[config.mk]
export PLATFORM = sky130hd
export DESIGN_NAME = sobet_queue_flat
export DESIGN_NICKNAME = d
export VERILOG_FILES = /design/src/hdl/sobel_edge_threshold_assert.svh /design/src/hdl/sobet_pkg.sv /design/src/hdl/sobet_stream_if.sv /design/src/hdl/sobet_queue.sv /design/src/flat_wrapper.sv
export SDC_FILE = /design/constraint.sdc
export NUM_CORES = 1
export LEC_CHECK = 0
export BUFFER_PORTS_ARGS = -buffer_cell sky130_fd_sc_hd__clkbuf_2
export CAP_MARGIN = 20
export CORE_AREA = 2 2 39 41
export CTS_CLUSTER_DIAMETER = 30
export DETAILED_ROUTE_END_ITERATION = 7
export DIE_AREA = 0 0 41 43
export PLACE_DENSITY = 0.46
export SYNTH_ARGS = -nofsm -noshare
export SYNTH_HDL_FRONTEND = slang
export SYNTH_SLANG_ARGS = --single-unit
[constraint.sdc]
create_clock -name clk_i -period 1.6 [get_ports clk_i]
set_input_delay 0.08 -clock clk_i [delete_from_list [all_inputs] [get_ports clk_i]]
set_output_delay 0.08 -clock clk_i [all_outputs]
set_load 0.02 [all_outputs]
[src/hdl/sobel_edge_threshold_assert.svh]
// Assertion macros shared by the Sobel edge detector RTL.
`ifndef SOBEL_EDGE_THRESHOLD_ASSERT_SVH
`define SOBEL_EDGE_THRESHOLD_ASSERT_SVH

// Check that cons holds in the same cycle as ante.
`define SOBET_ASSERT_NOW(lbl, ante, cons, msg) \
  lbl: assert property (@(posedge clk_i) disable iff (!rst_ni) (ante) |-> (cons)) \
    else $error(msg);

// Check that cons holds in the cycle after ante.
`define SOBET_ASSERT_NEXT(lbl, ante, cons, msg) \
  lbl: assert property (@(posedge clk_i) disable iff (!rst_ni) (ante) |=> (cons)) \
    else $error(msg);

`endif

[src/hdl/sobet_pkg.sv]
// Shared types, constants and register codes of the Sobel edge detector.
package sobet_pkg;

  localparam int MaxWidthDef = 1024;
  localparam int CfgW        = 11;
  localparam int PixW        = 8;
  localparam int SumW        = PixW + 2;
  localparam int GradW       = SumW + 1;
  localparam int SqW         = 20;
  localparam int MagW        = SqW + 1;
  localparam int ThSqW       = 2 * CfgW;
  localparam int QueueDepth  = 2;
  localparam int ApbAddrW    = 4;
  localparam int ApbDataW    = 32;

  localparam logic [CfgW-1:0]  RowSat       = 11'd2047;
  localparam logic [CfgW-1:0]  HeightLimit  = 11'd1024;
  localparam logic [CfgW-1:0]  DimMin       = 11'd3;
  localparam logic [CfgW-1:0]  ThresholdRst = 11'd120;
  localparam logic             InvertRst    = 1'b1;
  localparam logic [CfgW-1:0]  WidthRst     = 11'd256;
  localparam logic [CfgW-1:0]  HeightRst    = 11'd256;
  localparam logic [ThSqW-1:0] ThSqRst      = ThSqW'(120 * 120);
  localparam logic [PixW-1:0]  PixHigh      = 8'hFF;
  localparam logic [PixW-1:0]  PixLow       = 8'h00;
  localparam logic             KindPixel    = 1'b0;

  typedef enum logic [1:0] {
    RegThreshold = 2'd0,
    RegInvert    = 2'd1,
    RegWidth     = 2'd2,
    RegHeight    = 2'd3
  } reg_idx_e;

  typedef struct packed {
    logic            kind;
    logic [PixW-1:0] pixel;
    logic            frame_start;
  } pix_in_t;

  typedef struct packed {
    logic [PixW-1:0] out_value;
    logic            is_edge;
    logic            end_of_frame;
  } pix_out_t;

  // 3x3 neighborhood, [row][col], row 0 on top, col 0 on the left
  typedef logic [2:0][2:0][PixW-1:0] taps_t;

  typedef struct packed {
    taps_t taps;
    logic  eof;
  } win_item_t;

  typedef struct packed {
    logic [CfgW-1:0]  width;
    logic [CfgW-1:0]  height;
    logic [ThSqW-1:0] th_sq;
    logic             invert;
  } cfg_t;

endpackage

[src/hdl/sobet_stream_if.sv]
// Valid/ready stream channel with a typed payload.
interface sobet_stream_if #(
  parameter type payload_t = logic
);
  logic     valid;
  logic     ready;
  payload_t payload;

  modport source (output valid, output payload, input ready);
  modport sink (input valid, input payload, output ready);
endinterface

[src/hdl/sobet_queue.sv]
// Two-entry queue between the front end and the gradient back end.
module sobet_queue import sobet_pkg::*; (
  input  logic           clk_i,
  input  logic           rst_ni,
  sobet_stream_if.sink   push_i,
  sobet_stream_if.source pop_o
);

  localparam int PtrW = (QueueDepth > 1) ? $clog2(QueueDepth) : 1;
  localparam int CntW = PtrW + 1;

  win_item_t       slot_q [QueueDepth];
  logic [PtrW-1:0] wr_ptr_q, rd_ptr_q;
  logic [CntW-1:0] cnt_q;
  logic            push, pop;

  assign push_i.ready  = (cnt_q != CntW'(QueueDepth));
  assign pop_o.valid   = (cnt_q != '0);
  assign pop_o.payload = slot_q[rd_ptr_q];
  assign push          = push_i.valid && push_i.ready;
  assign pop           = pop_o.valid && pop_o.ready;

  always_ff @(posedge clk_i) begin
    if (push) begin
      slot_q[wr_ptr_q] <= push_i.payload;
    end
  end

  always_ff @(posedge clk_i or negedge rst_ni) begin
    if (!rst_ni) begin
      wr_ptr_q <= '0;
      rd_ptr_q <= '0;
      cnt_q    <= '0;
    end else begin
      if (push) begin
        wr_ptr_q <= (wr_ptr_q == PtrW'(QueueDepth - 1)) ? '0 : wr_ptr_q + 1'b1;
      end
      if (pop) begin
        rd_ptr_q <= (rd_ptr_q == PtrW'(QueueDepth - 1)) ? '0 : rd_ptr_q + 1'b1;
      end
      if (push && !pop) begin
        cnt_q <= cnt_q + 1'b1;
      end else if (pop && !push) begin
        cnt_q <= cnt_q - 1'b1;
      end
    end
  end

endmodule

[src/flat_wrapper.sv]
// flat-port wrapper written by rule: the top's interface ports become plain ports
module sobet_queue_flat import sobet_pkg::*;
  (clk_i, rst_ni, push_i_valid, push_i_payload, push_i_ready, pop_o_valid, pop_o_payload, pop_o_ready);
  sobet_stream_if push_i_i ();
  sobet_stream_if pop_o_i ();
  input  logic clk_i;
  input  logic rst_ni;
  input wire logic [$bits(push_i_i.valid)-1:0] push_i_valid;
  input wire logic [$bits(push_i_i.payload)-1:0] push_i_payload;
  output wire logic [$bits(push_i_i.ready)-1:0] push_i_ready;
  output wire logic [$bits(pop_o_i.valid)-1:0] pop_o_valid;
  output wire logic [$bits(pop_o_i.payload)-1:0] pop_o_payload;
  input wire logic [$bits(pop_o_i.ready)-1:0] pop_o_ready;
  assign push_i_i.valid = push_i_valid;
  assign push_i_i.payload = push_i_payload;
  assign push_i_ready = push_i_i.ready;
  assign pop_o_valid = pop_o_i.valid;
  assign pop_o_payload = pop_o_i.payload;
  assign pop_o_i.ready = pop_o_ready;
  sobet_queue u_core (.clk_i(clk_i), .rst_ni(rst_ni), .push_i(push_i_i), .pop_o(pop_o_i));
endmodule
==> run_results.csv, run 1 <==
group,metric,value,unit
outcome,run_status,"completed",
final_layout,area_delta_synth_final,32.3,%
drt,drtPass1Iterations,3,
yosys,synth-seq-cells,6,
drt,drt_wl_total,424,um
floorplanning,die-area,0.00176,sq mm
clock_tree,cts_buffer_depth,2,
sta,tightest_slew,0.177,ns
drt,post_drt_wl_per_cell,8.65,um
setup_path,crit_path_start_kind,"register",
clock_tree,root_buffer,"clkbuf_4",
drt,routed-via-count,183,
final_layout,instances_no_fill,49,
yosys,synth_area_per_cell,13.5,sq um
setup_path,critPathMaxStageDelay,0.42,ns
setup_path,arrival,1.59,ns
yosys,ys_seq_area_share,56.6,%
placement,place_congestion,0.572,
clock_tree,cts.clk_slew.worst_paths,0.05,ns
setup_path,cpMostUsedCell,"xor2_1",
pwr,fin_total_pwr,764,uW
drt,dr.first_iter.drc_count,3,
run,cap_violations,0,
setup_path,r2r_setup_slack,0.17,ns
sta,setup_tns,0,ns
floorplanning,rows,14,
final_layout,fillers,150,
floorplanning,ios,8,
setup_path,endpoint,"u_core.cnt_q[1]$_DFFE_PN0P_",
floorplanning,dieWidth,41,um
global_routing,grt_pass1_wl,621,um
setup_path,worstPathCellList,"nand2b_4 > nand2_1 > inv_1 > ha_1 > xor2_1 > nor2_1 > xor2_1",
sta,fin_skew,0.00196,ns
setup_path,reg2reg_to,"u_core.cnt_q[1]$_DFFE_PN0P_",
drt,viasPerCell,3.73,
global_routing,antenna_found_initial,0,
yosys,synthCells,21,
final_layout,multi_input_area,119,sq um
global_routing,grt_pass1_vias,183,
yosys,yosysWarnings,0,
pwr,peakVddDrop,0.000367,V
sta,period_needed,1.43,ns
setup_path,critPathCaptureType,"register",
setup_path,worstSetupPathType,"reg -> reg",
drt,final_antenna_net_count,0,
clock_tree,cts_tree,"yes",
final_layout,fin_nets,40,
pwr,leakage,0.000178,uW
global_routing,grt-ovfl-total,0,
clock_tree,clkLatencyLatePin,0.24,ns
global_routing,grt_max_degree,5,
sta,drv_slew,0,
yosys,syn_area,283,sq um
sta,relSlewSlack,88.2,%
sta,setup_viol,0,
placement,place_inst,44,
pwr,power_density,2040,mW/mm^2
drt,drc,0,
clock_tree,cts_buffers,3,
setup_path,crit_fanout,4,
setup_path,worstRegToRegCells,7,
final_layout,mostFrequentLayoutCell,"clkbuf_2",
floorplanning,initial_core_util,20.4,%
sta,grt_setup_unrepaired,"no",
sta,max_freq,700,MHz
final_layout,diodes,0,
yosys,syn-num-nets,27,
setup_path,r2r_start,"u_core.cnt_q[0]$_DFFE_PN0P_",
final_layout,seqCellArea,160,sq um
clock_tree,htree_levels,1,
sta,fin_crit_sh,89.3,%
floorplanning,die_h,43,um
setup_path,critPathLaunch,"u_core.cnt_q[0]$_DFFE_PN0P_",
sta,finalHoldViolations,0,
final_layout,most-common-layout-cells,"clkbuf_2, dfrtp_1, xnor2_1, clkbuf_4",
global_routing,track_usage,5.54,%
placement,port_buffers,7,
final_layout,drive_above_1_share,42.4,%
clock_tree,cts_setup_buffers,0,
setup_path,critPathSlowestCell,"dfrtp_1",
yosys,synth_cell_types,13,
worst_hold_path,hold_path_class,"in -> reg",
setup_path,required,1.76,ns
clock_tree,numClockSinks,6,
floorplanning,fp.coreArea,0.00138,sq mm
-- how the worst min path moves through the flow --
stage	startpoint	endpoint	slack (ns)	cells past startpoint
2_1_floorplan	rst_ni	u_core.cnt_q[0]$_DFFE_PN0P_	-0.22	0
5_1_grt	push_i_payload	u_core.slot_q[1]$_DFFE_PP_	0.03	1
6_report	push_i_payload	u_core.slot_q[1]$_DFFE_PP_	0.03	1
4_1_cts	push_i_payload	u_core.slot_q[1]$_DFFE_PP_	0.02	1
3_3_place_gp	rst_ni	u_core.cnt_q[1]$_DFFE_PN0P_	-0.11	1
3_5_place_dp	rst_ni	u_core.cnt_q[1]$_DFFE_PN0P_	-0.11	1
-- where the power goes --
group	total [uW]	switching, uW	internal [uW]
sequential	293	62.4	231
clock	147	52.8	94.4
combinational	324	157	167
-- worst max-delay path: cells and delay by family (launching register included) --
kind / cells / cell delay (ns)
adder cells (fa/ha/maj): 1 / 0.19
flip-flops: 1 / 0.42
AND/OR/NAND/NOR: 3 / 0.41
XOR/XNOR: 2 / 0.29
buffers and inverters: 1 / 0.06
-- cells by family after synthesis --
logic type    Yosys count  synth area share, %
mux                     1                 3.98
xor+xnor                5                 15.5
fa+ha+maj               1                 4.42
simple gates            7                 18.1
flops                   6                 56.6
buf+inv                 1                 1.33
-- registers in the layout, summed over array words and instances (netlist names) --
register,cells
u_core.cnt_q,2
u_core.slot_q,2
u_core.rd_ptr_q,1
u_core.wr_ptr_q,1
-- cell usage after synthesis (all sizes together) --
cell type / instances / area (sq um)
dfrtp: 4 / 100
nand2: 2 / 15.0
or2: 1 / 8.76
ha: 1 / 12.5
xor2: 2 / 17.5
and3: 1 / 6.26
nand2b: 1 / 13.8
edfxtp: 2 / 60.1
inv: 1 / 3.75
xnor2: 3 / 26.3
nor2: 2 / 7.51
mux2: 1 / 11.3
-- stage by stage --
step	setup slack [ns]	area, sq um	utilization, %	hold WS, ns
3_3_place_gp	0.208	338	24.4	-0.107
4_1_cts	0.156	374	27.0	0.0221
5_1_grt	0.0611	374	27.0	0.0254
6_report	0.172	374	27.0	0.0319
2_1_floorplan	0.228	283	-	-0.216
3_5_place_dp	0.171	338	24.4	-0.106
-- metal layers --
layer,up-vias,part of all wire (%),track usage (%)
met5,-,0,0
met4,0,0,6.00
met3,0,3.3,1.57
met2,4,54,7.50
met1,88,42,6.19
li1,91,-,-
-- timing repair --
action / in CTS / in global routing
hold buffers: 1 / 0
resized for setup: 0 / 0
endpoints found under the hold margin: 4 / 0
-- area by class of cell --
type	instances	share of cell area (%)
sequential	6	42.8
multi-input combinational	14	31.8
timing repair buffer	8	12.0
clock buffer	4	7.02
tap	16	5.35
inverter	1	1.00
Note: power is estimated with default switching activity, not from simulation.
==> run 2: changes to the inputs <==
ABC_AREA = 1   (was unset)
PLACE_DENSITY = 0.49   (was 0.46)
==> run 2 against run 1 <==
  * Via count up 26%
  * Power up 3.6%
  * Clock power down 7%
  * First-iteration DRC count up 33%
  * Wire length up 18%
  * Highest routed layer is now met4
==> run_results.csv, run 2 <==
group,metric,value,unit
final_layout,fin_nets,53,
clock_tree,cts_setup_buffers,0,
clock_tree,cts.clk_slew.worst_paths,0.04,ns
pwr,peakVddDrop,0.000570,V
clock_tree,cts_tree,"yes",
sta,setup_viol,0,
outcome,run_status,"completed",
yosys,synth-seq-cells,6,
yosys,synth_commonest_cells,"nand2_1, inv_1, dfrtp_1",
clock_tree,cts_buffer_depth,2,
yosys,synthCells,34,
setup_path,critPathCaptureType,"register",
final_layout,drive_above_1_share,37.8,%
clock_tree,htree_levels,1,
sta,finalHoldViolations,0,
global_routing,grt_max_degree,5,
final_layout,most-common-layout-cells,"nand2_1, clkbuf_2, inv_1",
run,cap_violations,0,
floorplanning,ios,8,
drt,drt_wl_total,502,um
placement,pre_cts_slack,0.211,ns
floorplanning,fp.coreArea,0.00138,sq mm
sta,layout_setup_ws,0.235,ns
drt,post_drt_wl_per_cell,8.23,um
final_layout,mostFrequentLayoutCell,"nand2_1",
final_layout,design_area,404,sq um
clock_tree,clkLatencyLatePin,0.24,ns
floorplanning,initial_core_util,22.9,%
yosys,synth-edff-count,2,
global_routing,antenna_found_initial,0,
sta,grt_setup_unrepaired,"no",
final_layout,diodes,0,
setup_path,crit_fanout,4,
pwr,fin_total_pwr,792,uW
drt,dr.first_iter.drc_count,4,
sta,fin_crit_sh,85.3,%
yosys,ys_seq_area_share,50.6,%
yosys,synth_area_per_cell,9.31,sq um
drt,final_antenna_net_count,0,
sta,tightest_slew,0.185,ns
setup_path,crit_path_start_kind,"register",
yosys,yosys.area.top_type_share,31.6,%
yosys,synth.most_common_cell,"nand2_1",
setup_path,arrival,1.49,ns
sta,period_needed,1.36,ns
yosys,async_flop_share,66.7,%
yosys,synth_cell_types,13,
setup_path,required,1.73,ns
floorplanning,die-area,0.00176,sq mm
placement,post_dp_cell_area,372,sq um
pwr,power_density,1960,mW/mm^2
sta,max_freq,733,MHz
sta,relSlewSlack,87.7,%
placement,port_buffers,7,
yosys,synth_largest_area_cell,"dfrtp_1",
pwr,leakage,0.000216,uW
floorplanning,die_h,43,um
global_routing,grt_pass1_wl,779,um
clock_tree,cts_buffers,3,
drt,drc,0,
placement,place_congestion,0.638,
yosys,yosys_most_used_dff,"dfrtp_1",
global_routing,track_usage,8.00,%
sta,drv_slew,0,
sta,hold_slack,0.0366,ns
worst_hold_path,hold_path_class,"in -> reg",
final_layout,area_delta_synth_final,27.7,%
yosys,syn_area,317,sq um
yosys,ys_top_cells_by_area,"dfrtp_1, edfxtp_1, nand2_1",
drt,routed-via-count,231,
drt,drtPass1Iterations,2,
drt,viasPerCell,3.79,
clock_tree,numClockSinks,6,
final_layout,reg_top3,"u_core.cnt_q x2, u_core.slot_q x2",
clock_tree,root_buffer,"clkbuf_4",
global_routing,grt_pass1_vias,212,
setup_path,worstSetupPathType,"reg -> reg",
floorplanning,dieWidth,41,um
yosys,syn-num-nets,40,
clock_tree,hold_buffers,1,
global_routing,grt-ovfl-total,0,
yosys,yosysWarnings,0,
sta,setup_tns,0,ns
clock_tree,cts_resized,0,
floorplanning,rows,14,
sta,fin_skew,0.00316,ns
run 2: changes by cell type in the layout (fill, tap and decap cells not counted), moves of 2 or more:
cell / delta
nand2_1: +8
inv_2: +2
inv_1: +4
xnor2_1: -2
nand2_2: +2
nand3_1: +2
xor2_1: -2
run 2: worst paths after layout:
path                                               end                        start  slack, ns  cells past startpoint
setup / recovery           u_core.cnt_q[1]$_DFFE_PN0P_  u_core.cnt_q[0]$_DFFE_PN0P_       0.24                      9
hold / removal              u_core.slot_q[0]$_DFFE_PP_               push_i_payload       0.04                      1
setup reg to reg           u_core.cnt_q[1]$_DFFE_PN0P_  u_core.cnt_q[0]$_DFFE_PN0P_       0.24                      9
hold reg to reg            u_core.rd_ptr_q$_DFFE_PN0P_  u_core.rd_ptr_q$_DFFE_PN0P_       0.50                      2
max in group asynchronous  u_core.cnt_q[1]$_DFFE_PN0P_                       rst_ni       1.30                      2
min in group asynchronous  u_core.wr_ptr_q$_DFFE_PN0P_                       rst_ni       0.17                      2
run 2: where the power goes:
part | leakage, uW | internal (uW) | switching, uW
logic | 0.000136 | 144 | 233
clock network | 0.0000138 | 84.6 | 51.1
registers | 0.0000661 | 228 | 50.6
total | 0.000216 | 457 | 335
run 2: kinds of logic after synthesis:
| logic type | Yosys count | synth area share [%] |
|---|---|---|
| xor gates and xnor gates | 2 | 7.91 |
| adders and majority gates | 1 | 3.95 |
| buffers and inverters | 7 | 8.30 |
| DFF | 6 | 50.6 |
| and+or+nand+nor | 18 | 29.2 |
run 2: layout make-up:
class	instances	area, sq um
clock buffer	3	22.5
fill	152	980
inverter	7	26.3
multi-input combinational	21	130
sequential	6	160
tap	16	20.0
timing repair buffer	8	45.0
run 2: routing by layer:
metal	routed length, um	vias to the layer above	GRT usage [%]	part of all wire (%)
li1	-	123	-	-
met1	201	97	7.28	40
met2	236	7	10.3	47
met3	32	4	1.57	6.4
met4	32	0	14.0	6.4
met5	0	-	0	0
run 2: worst max-delay path, stage by stage (launching register included):
cell     delay (ns)
dfrtp_1        0.40
inv_2          0.10
nand2_4        0.06
nand2_4        0.08
inv_1          0.05
ha_1           0.29
inv_1          0.08
nand3_1        0.08
nand2_1        0.06
nand2_1        0.05
run 2: metrics by stage:
stage                     util (%)  std cells
after detailed placement      26.9         57
final                         29.2         61
after CTS                     29.2         61
after global routing          29.2         61
after global placement        26.9         57
after floorplan                  -         34
